<file path="config.mk">
export PLATFORM = sky130hd
export DESIGN_NAME = uart_line_command_decoder_core
export DESIGN_NICKNAME = d
export VERILOG_FILES = /design/src/rtl/ulcd_pkg.sv /design/src/rtl/ulcd_front.sv /design/src/rtl/ulcd_queue.sv /design/src/rtl/ulcd_back.sv /design/src/rtl/uart_line_command_decoder_core.sv
export SDC_FILE = /design/constraint.sdc
export NUM_CORES = 1
export LEC_CHECK = 0
export BUFFER_PORTS_ARGS = -buffer_cell sky130_fd_sc_hd__buf_2
export CAP_MARGIN = 15
export CELL_PAD_IN_SITES_DETAIL_PLACEMENT = 1
export CELL_PAD_IN_SITES_GLOBAL_PLACEMENT = 1
export CORE_ASPECT_RATIO = 1.4
export CORE_MARGIN = 2
export CORE_UTILIZATION = 47
export CTS_BUF_LIST = sky130_fd_sc_hd__clkbuf_4 sky130_fd_sc_hd__clkbuf_8
export DETAILED_ROUTE_END_ITERATION = 6
export PLACE_DENSITY_LB_ADDON = 0.1
export SETUP_SLACK_MARGIN = 0.2
export SLEW_MARGIN = 0
export SYNTH_ARGS = -nofsm -noshare
export SYNTH_HDL_FRONTEND = slang
export SYNTH_HIERARCHICAL = 1
export SYNTH_SLANG_ARGS = --single-unit
</file>
<file path="constraint.sdc">
create_clock -name clk -period 2.84 [get_ports clk]
set_clock_uncertainty 0.15 [all_clocks]
set_input_delay 0.142 -clock clk [delete_from_list [all_inputs] [get_ports clk]]
set_output_delay 0.142 -clock clk [all_outputs]
set_load 0.005 [all_outputs]
</file>
<file path="src/rtl/ulcd_pkg.sv">
`default_nettype none
package ulcd_pkg;

  // line sizing
  localparam int LINE_MAX    = 32;
  localparam int STORE_DEPTH = LINE_MAX - 1;
  localparam int LEN_W       = $clog2(LINE_MAX);

  // command queue sizing
  localparam int QDEPTH = 2;
  localparam int QPTR_W = (QDEPTH > 1) ? $clog2(QDEPTH) : 1;
  localparam int QCNT_W = $clog2(QDEPTH + 1);

  // event codes
  localparam logic [2:0] EV_STATUS   = 3'd0;
  localparam logic [2:0] EV_LED_ON   = 3'd1;
  localparam logic [2:0] EV_LED_OFF  = 3'd2;
  localparam logic [2:0] EV_TOGGLE   = 3'd3;
  localparam logic [2:0] EV_RESET    = 3'd4;
  localparam logic [2:0] EV_UNKNOWN  = 3'd5;
  localparam logic [2:0] EV_OVERFLOW = 3'd6;

  // command word indexes
  localparam int NUM_CMD = 5;
  localparam logic [2:0] CMD_STATUS  = 3'd0;
  localparam logic [2:0] CMD_LED_ON  = 3'd1;
  localparam logic [2:0] CMD_LED_OFF = 3'd2;
  localparam logic [2:0] CMD_TOGGLE  = 3'd3;
  localparam logic [2:0] CMD_RESET   = 3'd4;

  // control characters
  localparam logic [7:0] CH_CR = 8'h0D;
  localparam logic [7:0] CH_LF = 8'h0A;

  // one queued command word from front to back
  typedef struct packed {
    logic       valid;
    logic [2:0] code;
  } cmd_word_t;

  // length of each command word
  function automatic logic [3:0] word_len(input logic [2:0] cmd);
    logic [3:0] l;
    case (cmd)
      CMD_STATUS:  l = 4'd6;
      CMD_LED_ON:  l = 4'd6;
      CMD_LED_OFF: l = 4'd7;
      CMD_TOGGLE:  l = 4'd10;
      CMD_RESET:   l = 4'd5;
      default:     l = 4'd0;
    endcase
    return l;
  endfunction

  // character of a command word at a position
  function automatic logic [7:0] word_char(input logic [2:0] cmd, input logic [3:0] idx);
    logic [7:0] c;
    c = 8'h00;
    case (cmd)
      CMD_STATUS: begin
        case (idx)
          4'd0: c = "S"; 4'd1: c = "T"; 4'd2: c = "A";
          4'd3: c = "T"; 4'd4: c = "U"; 4'd5: c = "S";
          default: c = 8'h00;
        endcase
      end
      CMD_LED_ON: begin
        case (idx)
          4'd0: c = "L"; 4'd1: c = "E"; 4'd2: c = "D";
          4'd3: c = " "; 4'd4: c = "O"; 4'd5: c = "N";
          default: c = 8'h00;
        endcase
      end
      CMD_LED_OFF: begin
        case (idx)
          4'd0: c = "L"; 4'd1: c = "E"; 4'd2: c = "D"; 4'd3: c = " ";
          4'd4: c = "O"; 4'd5: c = "F"; 4'd6: c = "F";
          default: c = 8'h00;
        endcase
      end
      CMD_TOGGLE: begin
        case (idx)
          4'd0: c = "L"; 4'd1: c = "E"; 4'd2: c = "D"; 4'd3: c = " ";
          4'd4: c = "T"; 4'd5: c = "O"; 4'd6: c = "G"; 4'd7: c = "G";
          4'd8: c = "L"; 4'd9: c = "E";
          default: c = 8'h00;
        endcase
      end
      CMD_RESET: begin
        case (idx)
          4'd0: c = "R"; 4'd1: c = "E"; 4'd2: c = "S";
          4'd3: c = "E"; 4'd4: c = "T";
          default: c = 8'h00;
        endcase
      end
      default: c = 8'h00;
    endcase
    return c;
  endfunction

endpackage
`default_nettype wire

</file>
<file path="src/rtl/ulcd_front.sv">
`default_nettype none
module ulcd_front (
  input  wire logic             clk,
  input  wire logic             rst_n,
  input  wire logic             in_valid,
  input  wire logic [7:0]       in_rx_byte,
  input  wire logic             queue_full,
  output logic                  in_stall,
  output ulcd_pkg::cmd_word_t   push
);
  import ulcd_pkg::*;

  logic [LEN_W-1:0]   len_r, len_nxt;
  logic               ovf_r, ovf_nxt;
  logic [NUM_CMD-1:0] match_r, match_nxt;
  logic               accept;
  logic               is_cr;
  logic               is_lf;
  logic [2:0]         line_code;

  assign in_stall = queue_full;
  assign accept   = in_valid && !in_stall;
  assign is_cr    = (in_rx_byte == CH_CR);
  assign is_lf    = (in_rx_byte == CH_LF);

  // whole-line match at newline; words are mutually exclusive
  always_comb begin
    line_code = EV_UNKNOWN;
    for (int k = NUM_CMD - 1; k >= 0; k--) begin
      if (match_r[k] && (len_r == LEN_W'(word_len(3'(k))))) begin
        line_code = 3'(k);
      end
    end
    if (ovf_r) begin
      line_code = EV_OVERFLOW;
    end
  end

  assign push.valid = accept && is_lf && (ovf_r || (len_r != '0));
  assign push.code  = line_code;

  // line length, overflow mark and running match flags
  always_comb begin
    len_nxt   = len_r;
    ovf_nxt   = ovf_r;
    match_nxt = match_r;
    if (accept) begin
      if (is_lf) begin
        len_nxt   = '0;
        ovf_nxt   = 1'b0;
        match_nxt = '1;
      end else if (!is_cr && !ovf_r) begin
        if (len_r < LEN_W'(STORE_DEPTH)) begin
          len_nxt = len_r + 1'b1;
          for (int k = 0; k < NUM_CMD; k++) begin
            match_nxt[k] = match_r[k] && (len_r < LEN_W'(word_len(3'(k))))
                           && (in_rx_byte == word_char(3'(k), len_r[3:0]));
          end
        end else begin
          ovf_nxt = 1'b1;
        end
      end
    end
  end

  always_ff @(posedge clk) begin
    if (!rst_n) begin
      len_r   <= '0;
      ovf_r   <= 1'b0;
      match_r <= '1;
    end else begin
      len_r   <= len_nxt;
      ovf_r   <= ovf_nxt;
      match_r <= match_nxt;
    end
  end

endmodule
`default_nettype wire

</file>
<file path="src/rtl/ulcd_queue.sv">
`default_nettype none
module ulcd_queue (
  input  wire logic                clk,
  input  wire logic                rst_n,
  input  wire ulcd_pkg::cmd_word_t push,
  input  wire logic                pop,
  output logic                     full,
  output ulcd_pkg::cmd_word_t      head
);
  import ulcd_pkg::*;

  logic [2:0]        mem [QDEPTH];
  logic [QPTR_W-1:0] wr_ptr_r, wr_ptr_nxt;
  logic [QPTR_W-1:0] rd_ptr_r, rd_ptr_nxt;
  logic [QCNT_W-1:0] cnt_r, cnt_nxt;
  logic              do_push;
  logic              do_pop;

  assign full       = (cnt_r == QCNT_W'(QDEPTH));
  assign head.valid = (cnt_r != '0);
  assign head.code  = mem[rd_ptr_r];
  assign do_push    = push.valid && !full;
  assign do_pop     = pop && head.valid;

  // pointer and fill count
  always_comb begin
    wr_ptr_nxt = wr_ptr_r;
    rd_ptr_nxt = rd_ptr_r;
    cnt_nxt    = cnt_r;
    if (do_push) begin
      wr_ptr_nxt = (wr_ptr_r == QPTR_W'(QDEPTH - 1)) ? '0 : wr_ptr_r + 1'b1;
    end
    if (do_pop) begin
      rd_ptr_nxt = (rd_ptr_r == QPTR_W'(QDEPTH - 1)) ? '0 : rd_ptr_r + 1'b1;
    end
    if (do_push && !do_pop) begin
      cnt_nxt = cnt_r + 1'b1;
    end else if (do_pop && !do_push) begin
      cnt_nxt = cnt_r - 1'b1;
    end
  end

  always_ff @(posedge clk) begin
    if (do_push) begin
      mem[wr_ptr_r] <= push.code;
    end
  end

  always_ff @(posedge clk) begin
    if (!rst_n) begin
      wr_ptr_r <= '0;
      rd_ptr_r <= '0;
      cnt_r    <= '0;
    end else begin
      wr_ptr_r <= wr_ptr_nxt;
      rd_ptr_r <= rd_ptr_nxt;
      cnt_r    <= cnt_nxt;
    end
  end

endmodule
`default_nettype wire

</file>
<file path="src/rtl/ulcd_back.sv">
`default_nettype none
module ulcd_back (
  input  wire logic                clk,
  input  wire logic                rst_n,
  input  wire ulcd_pkg::cmd_word_t head,
  output logic                     pop,
  output logic                     out_valid,
  input  wire logic                out_stall,
  output logic [2:0]               out_event_code,
  output logic                     out_led_is_on
);
  import ulcd_pkg::*;

  logic       led_r, led_nxt;
  logic       valid_r, valid_nxt;
  logic [2:0] code_r;

  // take the next command whenever the output register is free or draining
  assign pop = head.valid && (!valid_r || !out_stall);

  // LED update for the command at the queue head
  always_comb begin
    led_nxt = led_r;
    case (head.code)
      EV_LED_ON:  led_nxt = 1'b1;
      EV_LED_OFF: led_nxt = 1'b0;
      EV_TOGGLE:  led_nxt = !led_r;
      EV_RESET:   led_nxt = 1'b0;
      default:    led_nxt = led_r;
    endcase
  end

  always_comb begin
    valid_nxt = valid_r;
    if (pop) begin
      valid_nxt = 1'b1;
    end else if (!out_stall) begin
      valid_nxt = 1'b0;
    end
  end

  always_ff @(posedge clk) begin
    if (!rst_n) begin
      led_r   <= 1'b0;
      valid_r <= 1'b0;
    end else begin
      valid_r <= valid_nxt;
      if (pop) begin
        led_r <= led_nxt;
      end
    end
  end

  // result word
  always_ff @(posedge clk) begin
    if (pop) begin
      code_r <= head.code;
    end
  end

  assign out_valid      = valid_r;
  assign out_event_code = code_r;
  assign out_led_is_on  = led_r;

endmodule
`default_nettype wire

</file>
<file path="src/rtl/uart_line_command_decoder_core.sv">
`default_nettype none
// Line command decoder for received serial bytes. One byte word is taken per
// cycle while in_stall is low; carriage return is ignored and newline closes
// the line. Matching runs on the fly as bytes arrive (one flag per command
// word), so no line buffer is kept. A non-empty line yields one registered
// result word: event code (status, LED on, LED off, toggle, reset, unknown,
// overflow discard) and the LED state after the command. Lines longer than
// LINE_MAX-1 characters give the overflow event. A two-entry command queue
// sits between the byte classifier and the LED/output stage; in_stall rises
// only when that queue is full, i.e. when results are held back by out_stall.
module uart_line_command_decoder_core (
  input  wire logic       clk,
  input  wire logic       rst_n,
  input  wire logic       in_valid,
  output logic            in_stall,
  input  wire logic [7:0] in_rx_byte,
  output logic            out_valid,
  input  wire logic       out_stall,
  output logic [2:0]      out_event_code,
  output logic            out_led_is_on
);
  import ulcd_pkg::*;

  cmd_word_t push;
  cmd_word_t head;
  logic      queue_full;
  logic      pop;

  ulcd_front u_front (
    .clk        (clk),
    .rst_n      (rst_n),
    .in_valid   (in_valid),
    .in_rx_byte (in_rx_byte),
    .queue_full (queue_full),
    .in_stall   (in_stall),
    .push       (push)
  );

  ulcd_queue u_queue (
    .clk   (clk),
    .rst_n (rst_n),
    .push  (push),
    .pop   (pop),
    .full  (queue_full),
    .head  (head)
  );

  ulcd_back u_back (
    .clk            (clk),
    .rst_n          (rst_n),
    .head           (head),
    .pop            (pop),
    .out_valid      (out_valid),
    .out_stall      (out_stall),
    .out_event_code (out_event_code),
    .out_led_is_on  (out_led_is_on)
  );

endmodule
`default_nettype wire

</file>
==> out/results.tsv, run 1 <==
stage	metric	value	unit
power	leakage	0.9068	nW
run	Max Cap Viol	0	
detailed_routing	DRT antenna net count	0	
timing	setup violators final	0	
clock_tree	CTS tree	built	
grt	vias in the first global route	1990	
power	Power Total	1.117	mW
placement	HPWL after detailed placement	4.291	mm
power	pwr dens	467.3	nW/µm²
placement	Routability Congestion	0.8395	
synthesis	Post-Syn Area	2136	µm²
clock_tree	Clock Tree Buf Depth	2	
detailed_routing	Detailed Route WL	5.668	mm
timing	final hold vios	0	
grt	initial antenna violation count	0	
timing	crit share post-route	86.64	%
timing	final slew viol count	0	
floorplan	# rows	29	
synthesis	Seq/Total Area, Yosys	35.15	%
floorplan	Die H	83.76	µm
floorplan	CORE AREA	4463	µm²
grt	gr ovfl total	0	
grt	largest net degree at the start of global routing	21	
detailed_routing	initial drt markers	48	
placement	Port Buffers	17	
setup_path	Worst Setup End Kind	flip-flop	
power	VDD IR max	0.0003137	V
setup_path	slowest cell on the critical path	a211oi_1	
timing	final setup TNS	0	ns
setup_path	Worst Path Arrival	2.54	ns
synthesis	Synth Register Bits	33	
setup_path	Crit path top cell by count	inv_1	
detailed_routing	DRT Pass-1 Iters	4	
synthesis	EDFF count, synth	9	
clock_tree	H-tree Lvls	2	
cells_and_area	# diodes	0	
setup_path	cells along the critical path	inv_1 > ha_1 > inv_1 > a211oi_1 > xor2_1 > nor3_1 > o2111ai_1 > nand2_1	
floorplan	Die Wd	60.97	µm
synthesis	synth unique cells	62	
synthesis	Syn Inst Count	244	
timing	Worst Max-Slew Pin Slew	0.4968	ns
cells_and_area	nets	273	
timing	RSZ-0062 raised after global routing	false	
grt	first-pass GRT wire length	9.535	mm
floorplan	starting density of the core	47.86	%
setup_path	startpoint types	flip-flop	
synthesis	Yosys Warn Count	6	
setup_path	CP max FO	10	
min_path	Hold/Removal Path Class	input port to flip-flop	
timing	Final min period	2.461	ns
cells_and_area	fin util	53.57	%
detailed_routing	Residual DRC	0	
synthesis	syn nets	261	
clock_tree	clk sinks	33	
cells_and_area	Area Growth Syn to Fin	11.95	%
synthesis	cell accounting for the most synthesized area	dfxtp_1	
timing	FMAX	406.4	MHz
clock_tree	Reg clk slew, reported paths	0.07	ns
clock_tree	CTS root buffer	clkbuf_8	
outcome	status	finished, final reports clean	
detailed_routing	Routed WL per cell	17.77	µm
synthesis	Main synth FF type	dfxtp_1	
synthesis	top cells by area, synth	dfxtp_1 (22%), edfxtp_1 (13%), xor2_1 (5.3%), nor2_1 (4.0%), a21oi_1 (3.0%)	
detailed_routing	Vias	1853	
detailed_routing	Via density	5.809	
floorplan	Die ar.	5107	µm²
setup_path	crit path kind	flip-flop to flip-flop	
synthesis	Async S/R FF share, synth	0	%
cells_and_area	share of cells above drive strength 1	20.62	%
setup_path	CP peak stage delay	0.43	ns
clock_tree	Worst-Skew Late Latency	0.28	ns
floorplan	total I/O pin count	18	
setup_path	Worst EP required	2.92	ns
clock_tree	Num CTS Buffers	5	
synthesis	Yosys top cell area share	22.50	%
timing	Worst slew margin	66.41	%
synthesis	average size of a mapped cell	8.753	µm²
grt	all-layer global routing usage	25.03	%
synth_stat cells (all sizes together) (2+ instances only):
master and instances:
a211oi 4, a21o 2, a21oi 15, a31oi 4
and2 2, and3 2, buf 9, clkbuf 9
dfxtp 24, edfxtp 9, ha 5, inv 9
mux2 3, mux2i 6, nand2 10, nand2b 6
nand3 8, nand4 3, nand4b 2, nor2 24
nor2b 4, nor3 12, nor4 5, nor4b 2
o2111ai 3, o21a 3, o21ai 12, o31ai 4
or2 3, or3 4, or4 2, xnor2 5
xor2 13
through the flow:
stage	cells	area, µm²	setup WS, ns	hold slack, ns
after floorplan	244	2136	0.4351	0.05394
after global placement	309	2250	0.3976	0.2529
after detailed placement	309	2250	0.2603	0.2570
after CTS	319	2380	0.2287	0.2218
after global routing	319	2391	0.2368	0.2752
final	319	2391	0.3793	0.2315
metal layers:
layer / share of wire (%) / global-route usage [%] / vias up
li1: - / - / 904
met1: 40 / 27.66 / 887
met2: 54 / 44.77 / 51
met3: 3.5 / 4.341 / 11
met4: 2.6 / 10.28 / 0
met5: 0 / 0 / -
cell type report:
class                   count  area (µm²)
repair buffers             23       135.1
clock inverters             2       33.78
clock buffers               6       76.32
flip-flops and latches     33       752.0
fillers                   554        2072
well taps                  62       77.57
multi-input cells         183        1277
inverters                  10       38.79
layout by cell type, fill, tap and decap left out, types with 6 or more instances in the layout:
cell and count:
xor2_1 13, nand3_1 7, o21ai_0 7, nor2_1 23, buf_2 17, dfxtp_1 23
inv_1 9, nand2b_1 6, edfxtp_1 9, nand2_1 10, a21oi_1 12, nor3_1 11
power by group:
group | internal, mW | switching (mW) | total [mW]
Clock | 0.268 | 0.166 | 0.434
Sequential | 0.493 | 0.0128 | 0.506
Combinational | 0.0722 | 0.105 | 0.177
Total | 0.834 | 0.283 | 1.12
path summary, 6_finish.rpt:
kind | endpoint | slack (ns) | cells after the start | startpoint
hold / removal | u_front/match_r[4] | 0.23 | 5 | in_rx_byte[1]
setup reg to reg | u_front/match_r[0] | 0.38 | 8 | u_front/len_r[0]
setup / recovery | u_front/match_r[0] | 0.38 | 8 | u_front/len_r[0]
hold reg to reg | u_front/match_r[1] | 0.34 | 2 | u_front/match_r[1]
critical path, delay by kind of cell, from the launching register on:
family,cells,cell delay [ns]
and+or+nand+nor,2,0.37
adders and majority gates,1,0.42
xor gates and xnor gates,1,0.11
DFF,1,0.41
buffers and inverters,2,0.30
AOI/OAI and AO/OA,2,0.65
cell families (layout without fill, tap and decap cells):
kind of cell | Yosys count | count (layout) | share of synthesized area, %
AND/OR/NAND/NOR | 93 | 93 | 24.31
multiplexers | 9 | 9 | 4.979
adder cells (fa/ha/maj) | 5 | 5 | 2.929
flip-flops | 33 | 33 | 35.15
buffers and inverters | 28 | 41 | 5.507
AO/OA/AOI/OAI | 58 | 58 | 19.74
XOR/XNOR | 18 | 18 | 7.381
repair_timing:
action,4_1_cts,5_1_grt
endpoints found under the hold margin,2,0
hold buffers,2,0
buffers inserted,0,0
gates resized for setup,0,4
setup endpoints to repair,0,2
Power figures use the tool's default switching activity.
==> run 2, diff against run 1 <==
--- a/config.mk
+++ b/config.mk
@@ -19,5 +19,4 @@
 export SLEW_MARGIN = 0
 export SYNTH_ARGS = -nofsm -noshare
 export SYNTH_HDL_FRONTEND = slang
-export SYNTH_HIERARCHICAL = 1
 export SYNTH_SLANG_ARGS = --single-unit
==> run 2 against run 1 <==
Synthesized cell count up 4.9%. Worst setup slack better by 0.068 ns. Sequential power up 24%. Critical path type unchanged. Largest power group unchanged. Clock-buffer cell count unchanged. Highest routed layer unchanged. Design area up 1.4%. Non-clock buffer count up 1. Clock power down 19%. Via count up 4.8%. Final cell count up 4.1%. Sequential cell count unchanged. Global-route usage up 0.72 points. Critical path depth down 2.
==> out/results.tsv, run 2 <==
stage	metric	value	unit	change
setup_path	startpoint types	flip-flop		unchanged
floorplan	Die ar.	5215	µm²	was 5107 µm²
synthesis	Yosys top cell area share	22.01	%	was 22.50%
setup_path	crit path kind	flip-flop to flip-flop		unchanged
detailed_routing	Via density	5.849		was 5.809
floorplan	CORE AREA	4499	µm²	was 4463 µm²
synthesis	Yosys Warn Count	0		was 6
detailed_routing	Detailed Route WL	6.018	mm	was 5.668 mm
synthesis	Main synth FF type	dfxtp_1		unchanged
synthesis	Synth top cells by count	dfxtp_1 (24), nor2_1 (20), xnor2_1 (16)		was dfxtp_1 (24), nor2_1 (23), a21oi_1 (13), xor2_1 (13), nor3_1 (11)
setup_path	CP peak stage delay	0.54	ns	was 0.43 ns
timing	FMAX	418.0	MHz	was 406.4 MHz
cells_and_area	nets	286		was 273
detailed_routing	DRT antenna net count	0		unchanged
grt	first-pass GRT wire length	9.894	mm	was 9.535 mm
detailed_routing	DRT Pass-1 Iters	4		unchanged
grt	vias in the first global route	2097		was 1990
timing	final slew viol count	0		unchanged
floorplan	starting density of the core	48.53	%	was 47.86%
clock_tree	CTS tree	built		unchanged
cells_and_area	fin util	53.87	%	was 53.57%
setup_path	CP max FO	11		was 10
placement	Routability Congestion	0.8395		unchanged
clock_tree	H-tree Lvls	2		unchanged
grt	gr ovfl total	0		unchanged
timing	Final min period	2.392	ns	was 2.461 ns
run	Max Cap Viol	0		unchanged
synthesis	Post-Syn Area	2183	µm²	was 2136 µm²
detailed_routing	Residual DRC	0		unchanged
timing	RSZ-0062 raised after global routing	false		unchanged
synthesis	Async S/R FF share, synth	0	%	unchanged
clock_tree	CTS root buffer	clkbuf_8		unchanged
clock_tree	clk sinks	33		unchanged
synthesis	Syn Inst Count	256		was 244
synthesis	Seq/Total Area, Yosys	34.38	%	was 35.15%
min_path	Hold/Removal Path Class	input port to flip-flop		unchanged
synthesis	syn nets	273		was 261
timing	setup violators final	0		unchanged
synthesis	Synth Register Bits	33		unchanged
cells_and_area	# diodes	0		unchanged
cells_and_area	Area Growth Syn to Fin	11.00	%	was 11.95%
timing	final setup TNS	0	ns	unchanged
floorplan	total I/O pin count	18		unchanged
floorplan	Die Wd	61.61	µm	was 60.97 µm
setup_path	slowest cell on the critical path	dfxtp_1		was a211oi_1
timing	Worst slew margin	66.75	%	was 66.41%
setup_path	Worst EP required	2.91	ns	was 2.92 ns
setup_path	cells along the critical path	inv_1 > ha_1 > a41oi_2 > ha_1 > or3_1 > a21boi_0		was inv_1 > ha_1 > inv_1 > a211oi_1 > xor2_1 > nor3_1 > o2111ai_1 > nand2_1
cells_and_area	most common cell after layout, fill and taps aside	dfxtp_1		
grt	all-layer global routing usage	25.75	%	was 25.03%
setup_path	Crit path top cell by count	ha_1		was inv_1
grt	largest net degree at the start of global routing	14		was 21
synthesis	cell accounting for the most synthesized area	dfxtp_1		unchanged
clock_tree	Worst-Skew Late Latency	0.30	ns	was 0.28 ns
grt	initial antenna violation count	0		unchanged
power	VDD IR max	0.0003191	V	was 0.0003137 V
setup_path	Worst Path Arrival	2.46	ns	was 2.54 ns
placement	HPWL after detailed placement	4.656	mm	was 4.291 mm
synthesis	average size of a mapped cell	8.529	µm²	was 8.753 µm²
floorplan	# rows	29		unchanged
floorplan	Die H	84.65	µm	was 83.76 µm
placement	Port Buffers	17		unchanged
clock_tree	Reg clk slew, reported paths	0.06	ns	was 0.07 ns
synthesis	top cells by area, synth	dfxtp_1 (22%), edfxtp_1 (12%), xnor2_1 (6.4%), nor2_1 (3.4%), a21oi_1 (3.2%)		was dfxtp_1 (22%), edfxtp_1 (13%), xor2_1 (5.3%), nor2_1 (4.0%), a21oi_1 (3.0%)
synthesis	EDFF count, synth	9		unchanged
clock_tree	postcts setup bufs	0		unchanged
power	leakage	0.8805	nW	was 0.9068 nW
timing	crit share post-route	84.23	%	was 86.64%
detailed_routing	Routed WL per cell	18.13	µm	was 17.77 µm
outcome	status	finished, final reports clean		unchanged
timing	Hold Slack	0.06009	ns	was 0.2315 ns
synthesis	count leader, synth	dfxtp_1		unchanged
clock_tree	Num CTS Buffers	5		unchanged
clock_tree	Clock Tree Buf Depth	2		unchanged
setup_path	Worst Setup End Kind	flip-flop		unchanged
setup_path	delay-heaviest family, CP	adder cells		was compound AO/OA/AOI/OAI gates
detailed_routing	Vias	1942		was 1853
timing	final hold vios	0		unchanged
cells_and_area	commonest non-fill, non-tap cells in the layout	dfxtp_1 (24), nor2_1 (20), buf_2 (17)		was dfxtp_1 (23), nor2_1 (23), buf_2 (17)
synthesis	synth unique cells	57		was 62
cells_and_area	share of cells above drive strength 1	17.78	%	was 20.62%
timing	Worst Max-Slew Pin Slew	0.4980	ns	was 0.4968 ns
setup_path	Critical path buffers and inverters	1		was 2
power	pwr dens	645.6	nW/µm²	was 467.3 nW/µm²
detailed_routing	initial drt markers	40		was 48
-- run 2: layer usage --
| metal | wire length, µm | GRT usage [%] | vias to the layer above | share of wire, % |
|---|---|---|---|---|
| met5 | 0 | 0 | - | 0 |
| met4 | 222 | 11.80 | 0 | 3.7 |
| met3 | 237 | 4.622 | 17 | 3.9 |
| met2 | 3106 | 44.50 | 47 | 52 |
| met1 | 2452 | 29.25 | 932 | 41 |
| li1 | - | - | 946 | - |
-- run 2: worst paths after layout --
path,start,to,slack (ns),cells after the start
max,u_front.len_r[0],u_queue.cnt_r[1],0.45,6
min,rst_n,u_queue.wr_ptr_r,0.06,2
max reg2reg,u_front.len_r[0],u_queue.cnt_r[1],0.45,6
min reg2reg,u_back.out_valid,u_back.out_valid,0.34,2
-- run 2: where the power goes --
| group | switching, mW | leakage (nW) | internal [mW] | total (mW) |
|---|---|---|---|---|
| Combinational | 0.322 | 0.569 | 0.262 | 0.584 |
| Sequential | 0.0640 | 0.263 | 0.564 | 0.628 |
| Clock | 0.174 | 0.0484 | 0.179 | 0.353 |
| Total | 0.560 | 0.880 | 1.00 | 1.56 |
-- run 2: kinds of logic after synthesis --
family,synth area share (%)
flip-flops,34.38
buffers and inverters,4.929
XOR/XNOR,9.226
AO/OA/AOI/OAI,18.11
multiplexers,3.324
adder cells (fa/ha/maj),2.865
AND/OR/NAND/NOR,27.16
-- run 2: area by class of cell --
type / count / area [µm²]
fill: 567 / 2076
multi-input combinational: 197 / 1339
sequential: 33 / 750.7
timing repair buffer: 24 / 140.1
tap: 62 / 77.57
clock buffer: 6 / 76.32
inverter: 8 / 30.03
clock inverter: 2 / 10.01
-- run 2: per-stage QoR --
step / instance area, µm² / power, mW / cells / worst slack [ns]
6_report: 2424 / 1.565 / 332 / 0.4478
5_1_grt: 2424 / 1.676 / 332 / 0.2708
4_1_cts: 2410 / 1.575 / 332 / 0.3290
3_5_place_dp: 2313 / 1.214 / 323 / 0.3331
3_3_place_gp: 2313 / 1.202 / 323 / 0.3455
2_1_floorplan: 2183 / 1.050 / 256 / 0.4665
-- run 2: what timing repair did --
item	4_1_cts	5_1_grt
endpoints found under the hold margin	1	0
endpoints found under the setup margin	0	2
hold buffers	1	0
resized for setup	0	2
==> run 3, diff against run 2 <==
==> constraint.sdc (replaced) <==
create_clock -name clk -period 2.4 [get_ports clk]
set_clock_uncertainty 0.15 [all_clocks]
set_input_delay 0.12 -clock clk [delete_from_list [all_inputs] [get_ports clk]]
set_output_delay 0.12 -clock clk [all_outputs]
set_load 0.005 [all_outputs]
==> run 3 against run 2 <==
Final cell count grew 6.3%. Utilization increased by 4.9 points. Worst setup slack worse by 0.15 ns. Largest cell class unchanged.
==> out/results.tsv, run 3 (synthesized netlist as in run 2, its figures left out) <==
stage	metric	value	unit	change
detailed_routing	Via density	6.008		was 5.849
detailed_routing	Routed WL per cell	19.95	µm	was 18.13 µm
clock_tree	clk sinks	33		unchanged
grt	first-pass GRT wire length	11.11	mm	was 9.894 mm
cells_and_area	# diodes	0		unchanged
detailed_routing	met3 WL	278	µm	was 237 µm
timing	final hold vios	0		unchanged
grt	initial antenna violation count	0		unchanged
grt	largest net degree at the start of global routing	14		unchanged
cells_and_area	fin util	58.79	%	was 53.87%
detailed_routing	Vias	2121		was 1942
power	Comb power frac	38.3	%	was 37.3%
clock_tree	Num CTS Buffers	5		unchanged
detailed_routing	WL met1	2.667	mm	was 2.452 mm
detailed_routing	DRT antenna net count	0		unchanged
timing	Worst slew margin	75.44	%	was 66.75%
cells_and_area	share of cells above drive strength 1	27.15	%	was 17.78%
placement	dpl ws	0.1026	ns	was 0.3331 ns
floorplan	CORE AREA	4499	µm²	unchanged
cells_and_area	nets	307		was 286
power	switching pwr	714.8	µW	was 559.9 µW
detailed_routing	DR top layer	met4		unchanged
run	Max Cap Viol	0		unchanged
clock_tree	postcts setup bufs	0		unchanged
setup_path	delay-heaviest family, CP	simple AND/OR/NAND/NOR gates		was adder cells
timing	Final min period	2.101	ns	was 2.392 ns
cells_and_area	multi-input logic area	1374	µm²	was 1339 µm²
floorplan	starting density of the core	48.53	%	unchanged
placement	Routability Congestion	0.9235		was 0.8395
floorplan	Die Wd	61.61	µm	unchanged
timing	final setup TNS	0	ns	unchanged
detailed_routing	Residual DRC	0		unchanged
detailed_routing	met2 WL	3.790	mm	was 3.106 mm
placement	Placed Cells incl. Taps	344		was 323
clock_tree	Worst-Skew Late Latency	0.29	ns	was 0.30 ns
floorplan	Die ar.	5215	µm²	unchanged
setup_path	startpoint types	flip-flop		unchanged
detailed_routing	Detailed Route WL	7.044	mm	was 6.018 mm
grt	gr ovfl total	0		unchanged
timing	crit share post-route	87.54	%	was 84.23%
floorplan	# rows	29		unchanged
clock_tree	CTS tree	built		unchanged
cells_and_area	Area Growth Syn to Fin	21.15	%	was 11.00%
min_path	Hold/Removal Path Class	input port to flip-flop		unchanged
setup_path	CP peak stage delay	0.40	ns	was 0.54 ns
cells_and_area	FF+latch area	755.7	µm²	was 750.7 µm²
placement	Port Buffers	17		unchanged
cells_and_area	Fillers	559		was 567
floorplan	total I/O pin count	18		unchanged
setup_path	Worst EP required	2.46	ns	was 2.91 ns
floorplan	Die H	84.65	µm	unchanged
clock_tree	H-tree Lvls	2		unchanged
setup_path	slowest cell on the critical path	dfxtp_1		unchanged
setup_path	crit path kind	flip-flop to flip-flop		unchanged
clock_tree	Reg clk slew, reported paths	0.08	ns	was 0.06 ns
power	Net Sw Frac	34.65	%	was 35.79%
setup_path	CP max FO	5		was 11
outcome	status	finished, final reports clean		unchanged
clock_tree	Clock Tree Buf Depth	2		unchanged
grt	all-layer global routing usage	29.02	%	was 25.75%
power	leakage	1.003	nW	was 0.8805 nW
cells_and_area	post-route design area	2645	µm²	was 2424 µm²
setup_path	Critical path buffers and inverters	0		was 1
timing	setup violators final	0		unchanged
setup_path	cells along the critical path	nand2b_2 > nand3_1 > nor2_1 > nand2_1 > o2111a_1 > o22ai_1		was inv_1 > ha_1 > a41oi_2 > ha_1 > or3_1 > a21boi_0
setup_path	Worst Path Arrival	2.16	ns	was 2.46 ns
power	pwr dens	780.1	nW/µm²	was 645.6 nW/µm²
power	Clock power frac	25.8	%	was 22.6%
cells_and_area	most common cell after layout, fill and taps aside	buf_4		was dfxtp_1
power	Sequential Power Share	35.9	%	was 40.1%
power	VDD IR max	0.0003373	V	was 0.0003191 V
placement	HPWL after detailed placement	5.222	mm	was 4.656 mm
detailed_routing	DRT Pass-1 Iters	4		unchanged
setup_path	Worst Setup End Kind	flip-flop		unchanged
grt	vias in the first global route	2210		was 2097
timing	final slew viol count	0		unchanged
placement	Placed Instance Area	2479	µm²	was 2313 µm²
cells_and_area	fin cells	353		was 332
clock_tree	CTS root buffer	clkbuf_8		unchanged
detailed_routing	initial drt markers	59		was 40
timing	FMAX	476.0	MHz	was 418.0 MHz
cells_and_area	commonest non-fill, non-tap cells in the layout	buf_4 (27), nor2_1 (20), dfxtp_1 (20)		was dfxtp_1 (24), nor2_1 (20), buf_2 (17)
power	cell-internal power	1.348	mW	was 1.005 mW
timing	Worst Max-Slew Pin Slew	0.3591	ns	was 0.4980 ns
timing	RSZ-0062 raised after global routing	true		was false
timing	final worst slack	0.2991	ns	was 0.4478 ns
==> run 3: cell count changes in the layout (fill, tap and decap cells not counted), moves of 2 or more <==
cell,before,now
buf_4,6,27
clkinv_2,2,0
dfxtp_1,24,20
dfxtp_2,0,4
nor3_1,14,11
nor3_2,0,3
==> run 3: timing repair <==
item | in CTS | in global routing
gates resized for setup | 3 | 10
hold buffers | 1 | 0
setup endpoints to repair | 5 | 11
pin swaps | 0 | 1
hold endpoints to repair | 1 | 0
==> run 3: layout make-up <==
| class | count | area share [%] |
|---|---|---|
| Multi-Input combinational cell | 197 | 51.94 |
| Clock inverter | 2 | 1.277 |
| Sequential cell | 33 | 28.57 |
| Tap cell | 62 | 2.933 |
| Timing Repair Buffer | 45 | 11.26 |
| Inverter | 8 | 1.135 |
| Clock buffer | 6 | 2.886 |
==> run 3: worst paths after layout <==
check | from | to | slack [ns] | depth (start not counted)
min reg2reg | u_front.match_r[2] | u_front.match_r[2] | 0.33 | 1
max reg2reg | u_queue.cnt_r[0] | flip-flop | 0.30 | 6
min | rst_n | u_queue.wr_ptr_r | 0.02 | 2
max | u_queue.cnt_r[0] | flip-flop | 0.30 | 6
==> run 3: power groups by stage <==
stage / logic [mW] / clock network (mW) / registers, mW
final: 0.790 / 0.533 / 0.741
after global routing: 0.872 / 0.562 / 0.751
after CTS: 0.773 / 0.538 / 0.738
after detailed placement: 0.754 / 0 / 0.749
after global placement: 0.734 / 0 / 0.747
after floorplan: 0.514 / 0 / 0.730
==> run 3: metrics by stage <==
stage	total power, mW	hold slack, ns
3_5_place_dp	1.503	0.2635
4_1_cts	2.048	0.03023
3_3_place_gp	1.481	0.2460
2_1_floorplan	1.244	0.1224
5_1_grt	2.185	0.04571
6_report	2.063	0.02466
==> run 3: layer usage <==
layer,vias to the layer above,global-route usage [%]
met5,-,0
met4,0,13.73
met3,26,4.622
met2,71,51.48
met1,1032,31.78
li1,992,-
